**config.mk**
```make
export PLATFORM = sky130hd
export DESIGN_NAME = rtp_midi_session_responder_unit
export DESIGN_NICKNAME = d
export VERILOG_FILES = /design/src/hdl/rtpms_pkg.sv /design/src/hdl/rtpms_cfg_regs.sv /design/src/hdl/rtpms_session_core.sv /design/src/hdl/rtp_midi_session_responder_unit.sv
export SDC_FILE = /design/constraint.sdc
export NUM_CORES = 1
export LEC_CHECK = 0
export CAP_MARGIN = 40
export CORE_MARGIN = 8
export CORE_UTILIZATION = 45
export DETAILED_ROUTE_END_ITERATION = 8
export DONT_BUFFER_PORTS = 1
export PLACE_DENSITY = 0.72
export SETUP_SLACK_MARGIN = 0.5
export SLEW_MARGIN = 30
export SYNTH_ARGS = -nofsm -noshare
export SYNTH_HDL_FRONTEND = slang
export SYNTH_SLANG_ARGS = --single-unit
```
**constraint.sdc**
```tcl
create_clock -name i_clk -period 11.3 [get_ports i_clk]
set_input_delay 2.26 -clock i_clk [delete_from_list [all_inputs] [get_ports i_clk]]
set_output_delay 2.26 -clock i_clk [all_outputs]
set_load 0.05 [all_outputs]
```
**src/hdl/rtpms_pkg.sv**
```systemverilog
// Package: shared types, codes and constants for the RTP-MIDI session responder.
`timescale 1ns / 1ps

package rtpms_pkg;

    // Fixed packet limits and reset values
    localparam int unsigned MAX_PACKET_BYTES = 512;
    localparam logic [9:0]  MIN_DATA_BYTES   = 10'd12;
    localparam logic [31:0] TIMEOUT_RESET    = 32'd90000;
    localparam logic [9:0]  MIN_EXCH_RESET   = 10'd16;

    // Packet signatures
    localparam logic [15:0] SIG_EXCHANGE = 16'hffff;
    localparam logic [15:0] SIG_RTP      = 16'h6180;

    // Two-letter exchange commands
    localparam logic [15:0] CMD_IN = 16'h494e;
    localparam logic [15:0] CMD_OK = 16'h4f4b;
    localparam logic [15:0] CMD_NO = 16'h4e4f;
    localparam logic [15:0] CMD_BY = 16'h4259;
    localparam logic [15:0] CMD_CK = 16'h434b;

    // Request kinds
    localparam logic [1:0] REQ_DATA = 2'd0;
    localparam logic [1:0] REQ_CTRL = 2'd1;
    localparam logic [1:0] REQ_TICK = 2'd2;
    localparam logic [1:0] REQ_SEND = 2'd3;

    // Reply kinds
    localparam logic [2:0] RK_NONE        = 3'd0;
    localparam logic [2:0] RK_ACCEPT_CTRL = 3'd1;
    localparam logic [2:0] RK_REJECT_CTRL = 3'd2;
    localparam logic [2:0] RK_ACCEPT_DATA = 3'd3;
    localparam logic [2:0] RK_SYNC        = 3'd4;
    localparam logic [2:0] RK_RTP         = 3'd5;

    // Session phase codes as reported
    localparam logic [1:0] PHC_WAIT_CTRL = 2'd0;
    localparam logic [1:0] PHC_WAIT_DATA = 2'd1;
    localparam logic [1:0] PHC_ESTAB     = 2'd2;

    // Configuration register indexes
    localparam logic [1:0] CFG_OWN_SSRC   = 2'd0;
    localparam logic [1:0] CFG_TIMEOUT_MS = 2'd1;
    localparam logic [1:0] CFG_MIN_EXCH   = 2'd2;

    // Session state machine
    typedef enum logic [2:0] {
        PH_WAIT_CTRL = 3'b001,
        PH_WAIT_DATA = 3'b010,
        PH_ESTAB     = 3'b100
    } t_phase;

    typedef struct packed {
        logic [1:0]  req_type;
        logic [9:0]  byte_count;
        logic [15:0] first_word;
        logic [15:0] command_code;
        logic [31:0] sender_ip;
        logic [15:0] sender_port;
        logic [31:0] initiator_token;
        logic [7:0]  sync_count;
    } t_in_item;

    typedef struct packed {
        logic [2:0]  reply_kind;
        logic [31:0] dest_ip;
        logic [15:0] dest_port;
        logic [31:0] token_echo;
        logic [1:0]  sync_count_out;
        logic [1:0]  stamp_slot;
        logic [31:0] stamp_value;
        logic        send_granted;
        logic [1:0]  session_phase;
        logic        session_closed;
    } t_out_item;

    typedef struct packed {
        logic [31:0] own_ssrc;
        logic [31:0] timeout_ms;
        logic [9:0]  min_exchange_bytes;
    } t_cfg;

    // Map the one-hot phase to its reported code
    function automatic logic [1:0] phase_code(input t_phase ph);
        logic [1:0] code;
        case (ph)
            PH_WAIT_DATA: code = PHC_WAIT_DATA;
            PH_ESTAB:     code = PHC_ESTAB;
            default:      code = PHC_WAIT_CTRL;
        endcase
        return code;
    endfunction

endpackage

```
**src/hdl/rtpms_cfg_regs.sv**
```systemverilog
// Configuration register file of the session responder.
`timescale 1ns / 1ps

module rtpms_cfg_regs import rtpms_pkg::*; (
    input  logic        i_clk,
    input  logic        i_rst_n,
    input  logic        i_wr_en,
    input  logic [1:0]  i_index,
    input  logic [31:0] i_data,
    output t_cfg        o_cfg
);

    t_cfg r_cfg;
    t_cfg n_cfg;

    // Decode the write; drop writes to unknown indexes
    always_comb begin
        n_cfg = r_cfg;
        if (i_wr_en) begin
            case (i_index)
                CFG_OWN_SSRC:   n_cfg.own_ssrc           = i_data;
                CFG_TIMEOUT_MS: n_cfg.timeout_ms         = i_data;
                CFG_MIN_EXCH:   n_cfg.min_exchange_bytes = i_data[9:0];
                default:        n_cfg = r_cfg;
            endcase
        end
    end

    always_ff @(posedge i_clk) begin
        if (!i_rst_n) begin
            r_cfg.own_ssrc           <= '0;
            r_cfg.timeout_ms         <= TIMEOUT_RESET;
            r_cfg.min_exchange_bytes <= MIN_EXCH_RESET;
        end else begin
            r_cfg <= n_cfg;
        end
    end

    assign o_cfg = r_cfg;

endmodule

```
**src/hdl/rtpms_session_core.sv**
```systemverilog
// Session state registers and the per-transaction reply decision logic.
`timescale 1ns / 1ps

module rtpms_session_core import rtpms_pkg::*; (
    input  logic      i_clk,
    input  logic      i_rst_n,
    input  logic      i_fire,
    input  t_in_item  i_item,
    input  t_cfg      i_cfg,
    output t_out_item o_result
);

    t_phase      r_phase, n_phase;
    logic [31:0] r_peer_address, n_peer_address;
    logic [15:0] r_peer_data_port, n_peer_data_port;
    logic [31:0] r_last_sync_ms, n_last_sync_ms;
    logic [31:0] r_ms_clock, n_ms_clock;

    logic [9:0]  len;
    logic        exch;
    logic        data_ok;
    logic [31:0] elapsed;
    logic [1:0]  cnt_next;
    t_out_item   res;

    // Clamp the length, then qualify exchange and data packets
    always_comb begin
        if (32'(i_item.byte_count) > 32'(MAX_PACKET_BYTES)) begin
            len = 10'(MAX_PACKET_BYTES);
        end else begin
            len = i_item.byte_count;
        end
        exch    = (len >= i_cfg.min_exchange_bytes) && (i_item.first_word == SIG_EXCHANGE);
        data_ok = (len >= MIN_DATA_BYTES) && (i_item.sender_ip == r_peer_address);
        elapsed = (r_ms_clock + 32'd1) - r_last_sync_ms;
        cnt_next = (i_item.sync_count[1:0] == 2'd2) ? 2'd0 : i_item.sync_count[1:0] + 2'd1;
    end

    // Decide the reply and the next session state
    always_comb begin
        n_phase          = r_phase;
        n_peer_address   = r_peer_address;
        n_peer_data_port = r_peer_data_port;
        n_last_sync_ms   = r_last_sync_ms;
        n_ms_clock       = r_ms_clock;
        res              = '0;

        case (i_item.req_type)
            REQ_DATA: begin
                if (data_ok) begin
                    if (i_item.first_word == SIG_RTP) begin
                        res.reply_kind = RK_RTP;
                    end else if (exch) begin
                        if (r_phase == PH_WAIT_DATA) begin
                            if (i_item.command_code == CMD_IN) begin
                                res.reply_kind   = RK_ACCEPT_DATA;
                                res.dest_ip      = i_item.sender_ip;
                                res.dest_port    = i_item.sender_port;
                                res.token_echo   = i_item.initiator_token;
                                n_phase          = PH_ESTAB;
                                n_peer_data_port = i_item.sender_port;
                                n_last_sync_ms   = r_ms_clock;
                            end
                        end else if (r_phase == PH_ESTAB && i_item.command_code == CMD_CK) begin
                            n_last_sync_ms = r_ms_clock;
                            if (i_item.sync_count <= 8'd2) begin
                                res.reply_kind     = RK_SYNC;
                                res.dest_ip        = i_item.sender_ip;
                                res.dest_port      = i_item.sender_port;
                                res.sync_count_out = cnt_next;
                                res.stamp_slot     = cnt_next;
                                // times ten as two shifts and an add
                                res.stamp_value    = (r_ms_clock << 3) + (r_ms_clock << 1);
                            end
                        end
                    end
                end
            end
            REQ_CTRL: begin
                if (exch) begin
                    if (r_phase == PH_WAIT_CTRL) begin
                        if (r_peer_address == '0 && i_item.command_code == CMD_IN) begin
                            res.reply_kind = RK_ACCEPT_CTRL;
                            res.dest_ip    = i_item.sender_ip;
                            res.dest_port  = i_item.sender_port;
                            res.token_echo = i_item.initiator_token;
                            n_phase        = PH_WAIT_DATA;
                            n_peer_address = i_item.sender_ip;
                        end
                    end else if (r_phase == PH_ESTAB) begin
                        if (r_peer_address == i_item.sender_ip
                                && i_item.command_code == CMD_BY) begin
                            n_phase            = PH_WAIT_CTRL;
                            n_peer_address     = '0;
                            res.session_closed = 1'b1;
                        end else if (i_item.command_code == CMD_IN) begin
                            res.reply_kind = RK_REJECT_CTRL;
                            res.dest_ip    = i_item.sender_ip;
                            res.dest_port  = i_item.sender_port;
                            res.token_echo = i_item.initiator_token;
                        end
                    end
                end
            end
            REQ_TICK: begin
                // Advance the clock; drop an established session gone quiet
                n_ms_clock = r_ms_clock + 32'd1;
                if (r_phase == PH_ESTAB && elapsed > i_cfg.timeout_ms) begin
                    n_phase            = PH_WAIT_CTRL;
                    n_peer_address     = '0;
                    res.session_closed = 1'b1;
                end
            end
            REQ_SEND: begin
                if (r_phase == PH_ESTAB) begin
                    res.send_granted = 1'b1;
                    res.dest_ip      = r_peer_address;
                    res.dest_port    = r_peer_data_port;
                end
            end
            default: begin
                res = '0;
            end
        endcase

        res.session_phase = phase_code(n_phase);
    end

    // Commit state when a transaction is processed
    always_ff @(posedge i_clk) begin
        if (!i_rst_n) begin
            r_phase          <= PH_WAIT_CTRL;
            r_peer_address   <= '0;
            r_peer_data_port <= '0;
            r_last_sync_ms   <= '0;
            r_ms_clock       <= '0;
        end else if (i_fire) begin
            r_phase          <= n_phase;
            r_peer_address   <= n_peer_address;
            r_peer_data_port <= n_peer_data_port;
            r_last_sync_ms   <= n_last_sync_ms;
            r_ms_clock       <= n_ms_clock;
        end
    end

    assign o_result = res;

    // A session waiting on control never holds a peer address
    a_idle_no_peer: assert property (@(posedge i_clk) disable iff (!i_rst_n)
        r_phase == PH_WAIT_CTRL |-> r_peer_address == '0)
        else $error("peer address held while waiting on control");

    // A closing transaction always leaves the session waiting on control
    a_close_phase: assert property (@(posedge i_clk) disable iff (!i_rst_n)
        i_fire && res.session_closed |=> r_phase == PH_WAIT_CTRL)
        else $error("session closed but phase not reset");

    // A data accept always establishes the session
    a_accept_estab: assert property (@(posedge i_clk) disable iff (!i_rst_n)
        i_fire && res.reply_kind == RK_ACCEPT_DATA |=> r_phase == PH_ESTAB)
        else $error("data accept without establishing session");

    // Only a tick advances the millisecond clock
    a_clock_tick: assert property (@(posedge i_clk) disable iff (!i_rst_n)
        i_fire && i_item.req_type != REQ_TICK |=> $stable(r_ms_clock))
        else $error("millisecond clock moved without a tick");

endmodule

```
**src/hdl/rtp_midi_session_responder_unit.sv**
```systemverilog
// Top level of the RTP-MIDI session responder: handshakes, input and result registers.
//
// Usage:
//   Input channel (i_in_valid / o_in_stall / i_in_data) carries one request per
//   transaction: a parsed data-port or control-port header, a millisecond tick,
//   or a send query. Output channel (o_out_valid / i_out_stall / o_out_data)
//   returns exactly one reply decision per request, in order.
//   Configuration port (i_cfg_valid / o_cfg_ready / i_cfg_index / i_cfg_data)
//   writes own_ssrc (0), timeout_ms (1) and min_exchange_bytes (2); it is
//   always ready, and writes are to be made only while the block is idle.
//   A request accepted into the input register reaches o_out_data through the
//   result register. Throughput: one request per cycle while i_out_stall is
//   low; the decision is one pass of compares and a 32-bit subtract/compare
//   between the input and result registers.
//   Reset (i_rst_n low, synchronous) empties both registers, returns the
//   session to waiting on control and loads the configuration defaults.
//   When the receiver stalls, the reply holds in the result register, the
//   input register fills once more, and then o_in_stall rises until space frees.
`timescale 1ns / 1ps

module rtp_midi_session_responder_unit import rtpms_pkg::*; (
    input  logic        i_clk,
    input  logic        i_rst_n,
    input  logic        i_in_valid,
    output logic        o_in_stall,
    input  t_in_item    i_in_data,
    output logic        o_out_valid,
    input  logic        i_out_stall,
    output t_out_item   o_out_data,
    input  logic        i_cfg_valid,
    output logic        o_cfg_ready,
    input  logic [1:0]  i_cfg_index,
    input  logic [31:0] i_cfg_data
);

    logic      r_in_valid;
    t_in_item  r_in_item;
    logic      r_out_valid;
    t_out_item r_out_item;

    logic      out_adv;
    logic      in_adv;
    logic      fire;
    t_cfg      cfg;
    t_out_item result;

    // Advance the result register when empty or drained; the input register follows
    assign out_adv    = !r_out_valid || !i_out_stall;
    assign in_adv     = !r_in_valid || out_adv;
    assign fire       = r_in_valid && out_adv;
    assign o_in_stall = !in_adv;
    assign o_cfg_ready = 1'b1;

    rtpms_cfg_regs u_cfg (
        .i_clk   (i_clk),
        .i_rst_n (i_rst_n),
        .i_wr_en (i_cfg_valid && o_cfg_ready),
        .i_index (i_cfg_index),
        .i_data  (i_cfg_data),
        .o_cfg   (cfg)
    );

    rtpms_session_core u_core (
        .i_clk    (i_clk),
        .i_rst_n  (i_rst_n),
        .i_fire   (fire),
        .i_item   (r_in_item),
        .i_cfg    (cfg),
        .o_result (result)
    );

    // Input register: hold the transaction until the core takes it
    always_ff @(posedge i_clk) begin
        if (!i_rst_n) begin
            r_in_valid <= 1'b0;
        end else if (in_adv) begin
            r_in_valid <= i_in_valid;
        end
    end

    always_ff @(posedge i_clk) begin
        if (in_adv && i_in_valid) begin
            r_in_item <= i_in_data;
        end
    end

    // Result register: load the decision, hold while stalled
    always_ff @(posedge i_clk) begin
        if (!i_rst_n) begin
            r_out_valid <= 1'b0;
        end else if (out_adv) begin
            r_out_valid <= r_in_valid;
        end
    end

    always_ff @(posedge i_clk) begin
        if (fire) begin
            r_out_item <= result;
        end
    end

    assign o_out_valid = r_out_valid;
    assign o_out_data  = r_out_item;

    // Input side only stalls when both registers are occupied
    a_stall_full: assert property (@(posedge i_clk) disable iff (!i_rst_n)
        o_in_stall |-> r_in_valid && r_out_valid)
        else $error("input stalled with free register");

    // A processed transaction always lands as a valid result
    a_fire_result: assert property (@(posedge i_clk) disable iff (!i_rst_n)
        fire |=> r_out_valid)
        else $error("processed transaction lost");

    // A result held under stall keeps the input transaction parked
    a_park: assert property (@(posedge i_clk) disable iff (!i_rst_n)
        r_in_valid && r_out_valid && i_out_stall |=> r_in_valid && $stable(r_in_item))
        else $error("pending transaction dropped during stall");

endmodule
```
Word level (Yosys, flattened, before mapping)
Cells that the tools add are included.

storage, ports and cells
  register bits = 412
  latch bits = 0
  RAM bits = 0
  ROM bits = 0
  input port bits = 171
  output and inout port bits = 126
  word-level logic and storage cells = 144
  memories = 0

operators by class
  add/subtract/negate cells = 4
  $mul = 0
  div/mod/pow operators = 0
  magnitude comparators = 5
  equality and inequality tests = 24
  shifts and indexed selects = 0
  muxes and demuxes = 54
  bitwise logic cells = 6
  reductions and logical operators = 25

operators with widths
  kind                                                    count
  two-way mux 32 bit                                      10
  two-way mux 83 bit                                      3
  two-way mux 82 bit                                      3
  two-way mux 119 bit                                     2
  two-way mux 51 bit                                      3
  case mux 48 bit (3 select lines)                        1
  case mux 32 bit (2 select lines)                        2
  two-way mux 116 bit                                     1
  two-way mux 36 bit                                      3
  two-way mux 81 bit                                      1
  == test 16 x 15 -> 1 bit (second input constant)        4
  == test 32 bit                                          2
  two-way mux 48 bit                                      1
  two-way mux 3 bit                                       12
  adder 32 x 1 -> 32 bit (second input constant)          1
  adder 32 bit                                            1
  greater-than comparator 32 bit                          1
  zero test 32 bit                                        1
  subtractor 32 bit                                       1
  AND reduction 7 bit                                     3
  == test 16 bit (second input constant)                  1
  >= comparator 10 bit                                    1
  >= comparator 10 x 4 -> 1 bit (second input constant)   1
  greater-than comparator 10 bit (second input constant)  1
  other kinds (26)                                        58

Depth between registers and ports, before layout
Gate-level depths: netlist of run 1.

  depth in word-level cells = 10
  mapped depth = 28
  gate-level depth less buffers = 27

Hierarchy
Synthesis of run 1 repeated with hierarchy kept, for this count alone.

second synthesis, totals
  cells, all modules = 1,874
  area total of the unflattened synthesis = 21,426.8 sq um

modules (own cells, without submodules)
  module                           instances  cells each  area each (sq um)  seq. area each (sq um)
  rtpms_session_core               1          1,318       10,797.9           2,302.2
  rtp_midi_session_responder_unit  1          265         7,752.4            7,697.4
  rtpms_cfg_regs                   1          291         2,876.5            1,481.4

Least setup slack after synthesis of run 1
OpenSTA, ideal clock, no wires.

  path type = input port to flip-flop
  start point = input port i_out_stall
  end point = register r_in_item[0] (netlist bit) (enable)
  setup time = 0.637 ns
  data arrival time = 8.475 ns
  required time = 10.663 ns
  setup slack = 2.187 ns
  cell stages on the path = 2
  path buffers = 0
  cell sequence = and3_1 -> nor2b_1

between the ends
  cells in the longest elaborated chain, start to end = 4

ends and longest elaborated chain
  what                  RTL line                               text
  start, declared       rtp_midi_session_responder_unit.sv:28  input logic i_out_stall,
  zero test 1 bit       rtp_midi_session_responder_unit.sv:48  assign out_adv = !r_out_valid || !i_out_stall;
  logical OR 1 bit      rtp_midi_session_responder_unit.sv:48
  logical OR 1 bit      rtp_midi_session_responder_unit.sv:49  assign in_adv = !r_in_valid || out_adv;
  logical AND 1 bit     rtp_midi_session_responder_unit.sv:82  if (in_adv && i_in_valid) begin
  end signal, assigned  rtp_midi_session_responder_unit.sv:83  r_in_item <= i_in_data;
  end, declared         rtp_midi_session_responder_unit.sv:37  t_in_item r_in_item;

No other way between the ends.
A chain may end at the register's enable or synchronous reset.

Worst setup path after layout of run 1
  start point = register u_core.r_ms_clock[0]
  end point = register u_core.r_peer_address[23]

between the ends
  cells in the longest elaborated chain, start to end = 6

ends and longest elaborated chain
  what                                     RTL line                   text
  start, declared                          rtpms_session_core.sv:17   logic [31:0] r_ms_clock, n_ms_clock;
  start signal, assigned                   rtpms_session_core.sv:142  r_ms_clock <= n_ms_clock;
  adder 32 x 1 -> 32 bit                   rtpms_session_core.sv:35   elapsed = (r_ms_clock + 32'd1) - r_last_sync_ms;
  subtractor 32 bit                        rtpms_session_core.sv:35
  greater-than comparator 32 bit           rtpms_session_core.sv:108  if (r_phase == PH_ESTAB && elapsed > i_cfg.timeout_ms) begin
  logical AND 1 bit                        rtpms_session_core.sv:108
  != test 2 x 1 -> 1 bit (no source line)  --
  AND reduction 7 bit (no source line)     --
  end signal, assigned                     rtpms_session_core.sv:139  r_peer_address <= n_peer_address;
  end, declared                            rtpms_session_core.sv:14   logic [31:0] r_peer_address, n_peer_address;

No other way between the ends.

==> impl_metrics.py, run 1 <==
metrics = {
    "setup_path": {
        "ff2ff_setup_slack_ns": 4.36,
        "crit_end": "u_core.r_peer_address[23]",
        "setup.worst_path.start": "u_core.r_ms_clock[0]",
        "worst_setup_path_end_kind": "register",
        "critPathSlowestCell": "buf_4",
        "worstPathMaxFanout": 32,
        "timing.rr.end": "u_core.r_peer_address[23]",
        "r2r_cells": 26,
        "rr_startpoint": "u_core.r_ms_clock[0]",
        "crit_required_ns": 11.78,
        "cpPeakStageDelay_ns": 0.51,
        "critPathKind": "reg2reg",
        "worstSetupStartpointType": "register",
        "arrival_ns": 7.42,
    },
    "logic_synthesis": {
        "synth_edf_count": 252,
        "synth.most_common_cell": "edfxtp_1",
        "ys_warn_count": 0,
        "ys_seq_area_frac": 0.534,
        "synth_common_cells": "252 x edfxtp_1, 205 x nand2_1, 159 x dfxtp_1, 107 x ha_1, 102 x inv_1",
        "synth_cell_types": 77,
        "syn-num-nets": 2093,
        "netlist.area_leader.share": 0.376,
        "synth_seq_cells": 411,
        "synthTopCellsByArea": "edfxtp_1 38%, dfxtp_1 16%, ha_1 6.7%, mux2i_1 4.0%, nand2_1 3.8%",
        "syn_area_per_cell_um2": 11.1,
        "yosys_most_used_dff": "edfxtp_1",
        "async_reset_ff_frac": 0,
        "synth_top_area_cell": "edfxtp_1",
        "syn_inst": 1813,
        "netlist_area_um2": 20100,
    },
    "floorplanning": {
        "ios": 297,
        "die-area_um2": 51800,
        "coreArea_um2": 44200,
        "rows": 77,
        "die_x_um": 228,
        "start_util": 0.455,
        "die_h_um": 228,
    },
    "clock_tree": {
        "ctsResizeCount": 0,
        "clk_latency_ns": 0.56,
        "htree_levels": 2,
        "clock-sinks": 411,
        "cts_buffers": 43,
        "cts_root_buffer": "clkbuf_16",
        "clkSlewWorstSetupHoldPaths_ns": 0.06,
        "post-cts-setup-buffers": 0,
        "tritoncts": "yes",
        "clock_path_buffers": 3,
        "ctsHoldBuffers": 0,
    },
    "timing": {
        "skew_ns": 0.0277,
        "rsz0062_at_grt": "no",
        "maxSlewHeadroom": 0.464,
        "worstMarginPinSlew_ns": 0.804,
        "fmaxAchievable_mhz": 144,
        "timing.setup.tns_ns": 0,
        "period_needed_ns": 6.94,
        "fin_hold_ws_ns": 0.463,
        "slew_viol_final": 0,
        "fin_ws_ns": 4.36,
        "hold_violations": 0,
        "period_share": 0.614,
        "finalSetupViolations": 0,
    },
    "route": {
        "drc": 0,
        "antenna_left": 0,
        "drtPass1Iterations": 6,
        "wl_per_cell_um": 19.3,
        "drtIter0Drc": 821,
        "routed_via_density": 5.40,
        "vias": 13100,
        "finalWirelength_um": 46900,
    },
    "layout": {
        "drive_gt1_frac": 0.0616,
        "stdcell_count": 2431,
        "fin_nets": 2080,
        "fill_cells": 3813,
        "syn_to_final_growth_pct": 10.6,
    },
    "place": {
        "io_buffers": 0,
        "place_congestion": 0.871,
        "place_ws_ns": 4.43,
        "dp_cells": 2346,
        "dp_hpwl_um": 34000,
    },
    "global_route": {
        "gr-usage-all-layers": 0.176,
        "grt_overflow": 0,
        "grt_pass1_vias": 13000,
        "antenna_found_initial": 5,
        "grt_max_degree": 163,
        "grt_pass1_wl_um": 72000,
    },
    "power_and_ir_drop": {
        "ir_drop_v": 0.000167,
        "clockPowerShare": 0.438,
        "power_switching_mw": 0.768,
        "powerDensity_nw_per_um2": 150,
        "power_mw": 3.33,
        "p_comb_frac": 0.034,
        "pwr-share-seq": 0.529,
        "netSwitchingFraction": 0.230,
        "p_int_mw": 2.57,
        "p_leak_nw": 8.28,
    },
    "run": {
        "max_cap_viol_count": 0,
    },
    "min_path": {
        "hold_path_class": "reg2reg",
    },
    "status": {
        "run_status": "finished clean",
    },
}
-- stage by stage --
stage | instance area [um2] | utilization
after detailed placement | 20700 | 0.469
after floorplan | 20100 | -
final | 22300 | 0.503
after CTS | 22200 | 0.503
after global placement | 20700 | 0.467
after global routing | 22300 | 0.503
-- layout by cell type, fill, tap and decap left out, types with 6 or more instances in the layout --
master	netlist	routed
mux2i_1	81	81
o21ai_0	31	31
a31oi_1	10	10
buf_4	4	14
o211ai_1	18	18
nand2b_1	13	13
clkbuf_16	0	45
clkbuf_1	60	7
and3_1	23	23
a21o_1	33	33
a22o_1	48	48
xnor2_1	70	70
nand3_1	37	36
o21bai_1	12	12
nand2_1	205	205
inv_1	102	102
a21boi_0	36	35
dfxtp_1	159	159
edfxtp_1	252	252
nor2_1	63	63
or3_1	15	15
and2_1	34	34
xor2_1	69	69
nor3_1	11	11
a21oi_1	58	57
ha_1	107	107
clkinv_1	0	6
nand4_1	22	22
a211oi_1	12	12
nor4_1	22	22
nor2b_1	100	98
o21a_1	14	14
-- critical path: cells and delay by family, from the launching register on --
kind	cells	cell delay [ns]
DFF	1	0.45
buffers and inverters	1	0.51
xor gates and xnor gates	2	0.26
and+or+nand+nor	10	2.48
AOI/OAI and AO/OA	9	1.97
muxes	1	0.27
adders and majority gates	3	0.90
-- layer usage --
| layer | vias to the layer above | GRT usage | share of wire |
|---|---|---|---|
| met1 | 6239 | 0.217 | 0.42 |
| met2 | 368 | 0.293 | 0.49 |
| met4 | 2 | 0.0695 | 0.030 |
| met5 | - | 0 | 0.00023 |
| li1 | 6431 | - | - |
| met3 | 82 | 0.0435 | 0.059 |
-- sequential cells by signal (all words and copies together) (netlist names) --
name and cells:
o_out_data 120, u_core.r_peer_data_port 16, o_out_valid 1, u_core.r_phase 3, u_core.r_last_sync_ms 32, u_core.r_ms_clock 32, r_in_valid 1, u_cfg.o_cfg 42
u_core.r_peer_address 32, r_in_item 132
-- logic make-up after synthesis --
group                      Yosys count  share of synthesized area
buffers and inverters              179                     0.0364
muxes                               81                     0.0403
DFF                                411                      0.534
and+or+nand+nor                    580                      0.150
adders and majority gates          109                     0.0685
other                                2                   0.000373
xor gates and xnor gates           139                     0.0605
AOI/OAI and AO/OA                  312                      0.110
-- power by group through the flow --
| stage | combinational [mW] | sequential (mW) | clock, mW |
|---|---|---|---|
| after floorplan | 0.0879 | 1.79 | 0 |
| after global placement | 0.105 | 1.79 | 0 |
| after detailed placement | 0.111 | 1.79 | 0 |
| after CTS | 0.112 | 1.76 | 1.50 |
| after global routing | 0.124 | 1.77 | 1.55 |
| final | 0.112 | 1.76 | 1.46 |
-- worst min-delay path by stage --
stage / slack (ns) / start / cells after the start / endpoint
after floorplan: 0.44 / u_cfg.o_cfg[11] / 2 / u_cfg.o_cfg[11]
final: 0.46 / u_cfg.o_cfg[39] / 2 / u_cfg.o_cfg[39]
after CTS: 0.47 / u_cfg.o_cfg[35] / 2 / u_cfg.o_cfg[35]
after global routing: 0.49 / u_cfg.o_cfg[30] / 2 / u_cfg.o_cfg[30]
after global placement: 0.45 / u_cfg.o_cfg[30] / 2 / u_cfg.o_cfg[30]
after detailed placement: 0.46 / u_cfg.o_cfg[35] / 2 / u_cfg.o_cfg[35]
-- cell type report --
| class | count | area, um2 | area share |
|---|---|---|---|
| multi-input combinational | 1223 | 8700 | 0.391 |
| clock inverter | 24 | 267 | 0.0120 |
| timing repair buffer | 19 | 204 | 0.00916 |
| antenna | 4 | 10.0 | 0.000450 |
| tap | 592 | 741 | 0.0333 |
| inverter | 102 | 383 | 0.0172 |
| sequential | 411 | 10800 | 0.483 |
| clock buffer | 56 | 1210 | 0.0542 |
(Power assumes the default switching activity.)
==> inputs of run 2 (changes only) <==
- PLACE_DENSITY: 0.72 -> 0.74
- clock period: 11.3 -> 6.3 ns (I/O delays scaled with it)
==> run 2 against run 1 <==
Against the previous run:
- design area up 3.0%
- total power up 83%
- non-clock buffer count rose by 27
- clock skew up 0.025 ns
- hold slack got worse by 0.0015 ns
- critical endpoint is now u_core.r_peer_address[11]
- largest power group unchanged
==> impl_metrics.py, run 2 (synthesized netlist as in run 1, its figures left out) <==
metrics = {
    "global_route": {
        "grt_overflow": 0,
        "antenna_found_initial": 6,
        "grt_pass1_vias": 13100,
        "grt_max_degree": 163,
        "gr-usage-all-layers": 0.176,
        "grt_pass1_wl_um": 72000,
    },
    "layout": {
        "final_area_um2": 22900,
        "syn_to_final_growth_pct": 13.9,
        "stdcell_count": 2459,
        "drive_gt1_frac": 0.104,
        "top_register": "r_in_item",
        "largest_reg_flops": 132,
        "fin_nets": 2109,
        "post-route-util": 0.518,
        "final_common_cell": "edfxtp_1",
        "mostFrequentLayoutCells": "252 x edfxtp_1, 204 x nand2_1, 148 x dfxtp_1",
    },
    "power_and_ir_drop": {
        "power_mw": 6.09,
        "p_leak_nw": 8.61,
        "powerDensity_nw_per_um2": 265,
        "ir_drop_v": 0.000308,
    },
    "floorplanning": {
        "rows": 77,
        "ios": 297,
        "die_x_um": 228,
        "coreArea_um2": 44200,
        "die-area_um2": 51800,
        "start_util": 0.455,
        "die_h_um": 228,
    },
    "setup_path": {
        "ff2ff_setup_slack_ns": 0.73,
        "arrival_ns": 6.10,
        "timing.rr.end": "u_core.r_peer_address[11]",
        "crit_end": "u_core.r_peer_address[11]",
        "worst_setup_path_end_kind": "register",
        "rr_startpoint": "u_core.r_ms_clock[1]",
        "worstSetupStartpointType": "register",
        "setup.worst_path.start": "u_core.r_ms_clock[1]",
        "worstPathMaxFanout": 8,
        "critPathKind": "reg2reg",
        "crit_required_ns": 6.83,
        "r2r_cells": 24,
    },
    "clock_tree": {
        "htree_levels": 2,
        "tritoncts": "yes",
        "clk_latency_ns": 0.60,
        "cts_buffers": 45,
        "cts_root_buffer": "clkbuf_16",
        "ctsHoldBuffers": 0,
        "clock_path_buffers": 3,
        "clock-sinks": 411,
        "clkSlewWorstSetupHoldPaths_ns": 0.06,
    },
    "timing": {
        "period_share": 0.884,
        "rsz0062_at_grt": "yes",
        "fmaxAchievable_mhz": 180,
        "hold_violations": 0,
        "period_needed_ns": 5.57,
        "maxSlewHeadroom": 0.473,
        "timing.setup.tns_ns": 0,
        "worstMarginPinSlew_ns": 0.791,
        "skew_ns": 0.0527,
        "fin_hold_ws_ns": 0.461,
        "fin_ws_ns": 0.733,
        "finalSetupViolations": 0,
        "slew_viol_final": 0,
    },
    "route": {
        "drtPass1Iterations": 6,
        "finalWirelength_um": 47700,
        "drtIter0Drc": 838,
        "routed_via_density": 5.43,
        "vias": 13400,
        "wl_per_cell_um": 19.4,
        "antenna_left": 0,
        "drc": 0,
    },
    "run": {
        "max_cap_viol_count": 0,
    },
    "status": {
        "run_status": "finished clean",
    },
    "place": {
        "io_buffers": 0,
        "dpl_cell_area_um2": 20900,
        "dp_hpwl_um": 34300,
        "dp_cells": 2352,
        "place_ws_ns": 0.0854,
        "place_congestion": 0.911,
    },
    "min_path": {
        "hold_path_class": "reg2reg",
    },
}
==> run 2: cell count changes in the layout (fill, tap and decap cells not counted), sizes merged <==
cell,delta
diode,-1
clkinv,+7
clkinvlp,-3
clkbuf,+2
buf,+24
inv,-1
==> run 2: where the power goes <==
group	switching, mW	total (mW)	internal, mW
combinational	0.131	0.218	0.0860
sequential	0.196	3.16	2.97
clock	1.10	2.71	1.60
total	1.43	6.09	4.66
==> run 2: critical path, stage by stage (launching register included) <==
cell,delay [ns]
dfxtp_2,0.36
buf_4,0.15
and3_1,0.23
nand3_4,0.14
nor2_4,0.16
and3_2,0.23
nand3_1,0.10
xnor2_1,0.15
ha_1,0.34
nand4_1,0.22
or3_1,0.43
o211a_1,0.12
nand2_1,0.13
a21oi_1,0.14
xnor2_1,0.17
ha_1,0.34
nand4_1,0.18
nor4_4,0.38
o21ai_1,0.21
a311oi_2,0.38
o21bai_2,0.14
a221oi_4,0.30
buf_6,0.17
clkbuf_16,0.16
mux2i_1,0.20
==> run 2: cell type report <==
class	count	area [um2]
fillers	3685	21300
diodes	3	7.51
flip-flops and latches	411	10800
repair buffers	46	539
clock buffers	55	1220
inverters	102	383
clock inverters	27	348
well taps	592	741
multi-input cells	1223	8930
==> run 2: timing repair <==
action | CTS | global route
resized for setup | 16 | 41
pin swaps | 4 | 24
cloned | 1 | 2
endpoints found under the setup margin | 37 | 37
setup buffers | 6 | 11
endpoints found under the hold margin | 0 | 0
==> run 2: how the worst min path moves through the flow <==
| stage | from | endpoint | cells after the start | slack [ns] |
|---|---|---|---|---|
| CTS | u_cfg.o_cfg[25] | u_cfg.o_cfg[25] | 2 | 0.46 |
| finish | u_cfg.o_cfg[25] | u_cfg.o_cfg[25] | 2 | 0.46 |
| floorplan | u_cfg.o_cfg[11] | u_cfg.o_cfg[11] | 2 | 0.44 |
| global placement | u_cfg.o_cfg[25] | u_cfg.o_cfg[25] | 2 | 0.45 |
| detailed placement | u_cfg.o_cfg[25] | u_cfg.o_cfg[25] | 2 | 0.46 |
| global route | u_cfg.o_cfg[25] | u_cfg.o_cfg[25] | 2 | 0.48 |
==> run 2: per-layer routing <==
layer	routed length, um	GRT usage
met5	39	0
met4	1200	0.0582
met3	3020	0.0453
met2	23700	0.301
met1	19700	0.215
==> inputs of run 3 (changes only) <==
- PLACE_DENSITY: 0.74 -> 0.72
- clock period: 6.3 -> 6.74 ns (I/O delays scaled with it)
==> run 3 against run 2 <==
Against the previous run:
- sequential share of layout area increased by 1.1 points
- sequential power fell by 6.3%
- wire length grew 0.86%
- total power down 7.9%
- die area unchanged
- critical endpoint is now u_core.r_peer_address[27]
==> impl_metrics.py, run 3 (synthesized netlist as in run 1, its figures left out) <==
metrics = {
    "timing": {
        "fmaxAchievable_mhz": 171,
        "slew_viol_final": 0,
        "rsz0062_at_grt": "no",
        "maxSlewHeadroom": 0.408,
        "timing.setup.tns_ns": 0,
        "skew_ns": 0.0367,
        "finalSetupViolations": 0,
        "period_share": 0.867,
        "period_needed_ns": 5.85,
        "worstMarginPinSlew_ns": 0.890,
        "hold_violations": 0,
    },
    "power_and_ir_drop": {
        "p_leak_nw": 8.32,
        "pwr-share-seq": 0.528,
        "ir_drop_v": 0.000315,
        "clockPowerShare": 0.439,
        "netSwitchingFraction": 0.233,
        "power_mw": 5.60,
        "p_comb_frac": 0.033,
        "p_int_mw": 4.30,
        "power_switching_mw": 1.31,
        "powerDensity_nw_per_um2": 250,
    },
    "setup_path": {
        "critPathSlowestCell": "dfxtp_4",
        "critPathKind": "reg2reg",
        "path_buf_inv": 3,
        "cpPeakStageDelay_ns": 0.38,
        "worst_setup_path_end_kind": "register",
        "arrival_ns": 6.36,
        "worstSetupStartpointType": "register",
        "crit_required_ns": 7.26,
        "critPathTopFamily": "simple AND/OR/NAND/NOR gates",
        "worstPathMaxFanout": 16,
    },
    "route": {
        "dr_wl_met2_um": 23500,
        "finalWirelength_um": 48100,
        "vias": 13200,
        "antenna_left": 0,
        "drc": 0,
        "drt-met1-wl_um": 20300,
        "routed_via_density": 5.43,
        "top_layer_used": "met5",
        "wl_per_cell_um": 19.8,
        "drtIter0Drc": 859,
        "drtPass1Iterations": 8,
        "met3_length_um": 2970,
    },
    "min_path": {
        "hold_path_class": "reg2reg",
    },
    "floorplanning": {
        "coreArea_um2": 44200,
        "die_x_um": 228,
        "rows": 77,
        "ios": 297,
        "die-area_um2": 51800,
        "start_util": 0.455,
        "die_h_um": 228,
    },
    "clock_tree": {
        "htree_levels": 2,
        "tritoncts": "yes",
        "cts_root_buffer": "clkbuf_16",
        "clkSlewWorstSetupHoldPaths_ns": 0.06,
        "clock_path_buffers": 3,
        "cts_buffers": 44,
        "clock-sinks": 411,
        "clk_latency_ns": 0.59,
    },
    "global_route": {
        "grt_pass1_wl_um": 72700,
        "grt_max_degree": 163,
        "grt_overflow": 0,
        "gr-usage-all-layers": 0.178,
        "antenna_found_initial": 8,
        "grt_pass1_vias": 13200,
    },
    "layout": {
        "largest_reg_flops": 132,
        "mostFrequentLayoutCells": "252 x edfxtp_1, 204 x nand2_1, 157 x dfxtp_1",
        "fin_nets": 2085,
        "syn_to_final_growth_pct": 11.2,
        "final_common_cell": "edfxtp_1",
        "drive_gt1_frac": 0.0707,
        "top_register": "r_in_item",
    },
    "status": {
        "run_status": "finished clean",
    },
    "place": {
        "io_buffers": 0,
        "place_congestion": 0.878,
        "dp_hpwl_um": 34300,
    },
    "run": {
        "max_cap_viol_count": 0,
    },
}
[run 3: power groups by stage]
| stage | sequential (mW) | combinational [mW] | clock [mW] |
|---|---|---|---|
| 3_3_place_gp | 3.01 | 0.172 | 0 |
| 2_1_floorplan | 2.99 | 0.147 | 0 |
| 4_1_cts | 2.96 | 0.185 | 2.51 |
| 3_5_place_dp | 3.02 | 0.181 | 0 |
| 6_report | 2.96 | 0.184 | 2.46 |
| 5_1_grt | 2.97 | 0.204 | 2.61 |
[run 3: path summary, 6_finish.rpt]
kind | from | endpoint | slack [ns] | depth (start not counted)
worst max register to register | u_core.r_ms_clock[0] | u_core.r_peer_address[27] | 0.89 | 28
worst min register to register | u_cfg.o_cfg[36] | u_cfg.o_cfg[36] | 0.46 | 2
worst min-delay path | u_cfg.o_cfg[36] | u_cfg.o_cfg[36] | 0.46 | 2
worst max-delay path | u_core.r_ms_clock[0] | u_core.r_peer_address[27] | 0.89 | 28
[run 3: stage by stage]
step	util	instance area [um2]	cells	hold slack (ns)	worst slack, ns
floorplan	-	20100	1813	0.443	0.877
global placement	0.468	20700	2343	0.453	0.623
detailed placement	0.469	20800	2346	0.459	0.361
CTS	0.504	22300	2427	0.467	0.505
global route	0.506	22400	2432	0.491	0.454
finish	0.506	22400	2434	0.461	0.895
[run 3: area by class of cell]
cell class,instances,area (um2)
fillers,3816,21800
well taps,592,741
multi-input cells,1223,8750
diodes,3,7.51
inverters,102,383
repair buffers,23,267
clock buffers,54,1180
flip-flops and latches,411,10800
clock inverters,26,300
[run 3: timing repair]
item | 4_1_cts | 5_1_grt
gates cloned | 1 | 1
hold buffers | 0 | 0
setup endpoints to repair | 33 | 36
buffers inserted | 0 | 2
pin swaps | 1 | 7
gates resized for setup | 5 | 13
[run 3: worst register-to-register path: cells and delay by family (launching register included)]
| kind | cells | cell delay (ns) |
|---|---|---|
| DFF | 1 | 0.38 |
| xor gates and xnor gates | 2 | 0.24 |
| buffers and inverters | 3 | 0.50 |
| and+or+nand+nor | 10 | 1.81 |
| AOI/OAI and AO/OA | 9 | 1.81 |
| muxes | 1 | 0.21 |
| adders and majority gates | 3 | 0.85 |
[run 3: metal layers]
metal / vias up / global-route usage
met5: - / 0
met4: 10 / 0.0594
met3: 89 / 0.0501
met2: 387 / 0.301
met1: 6294 / 0.219
li1: 6431 / -
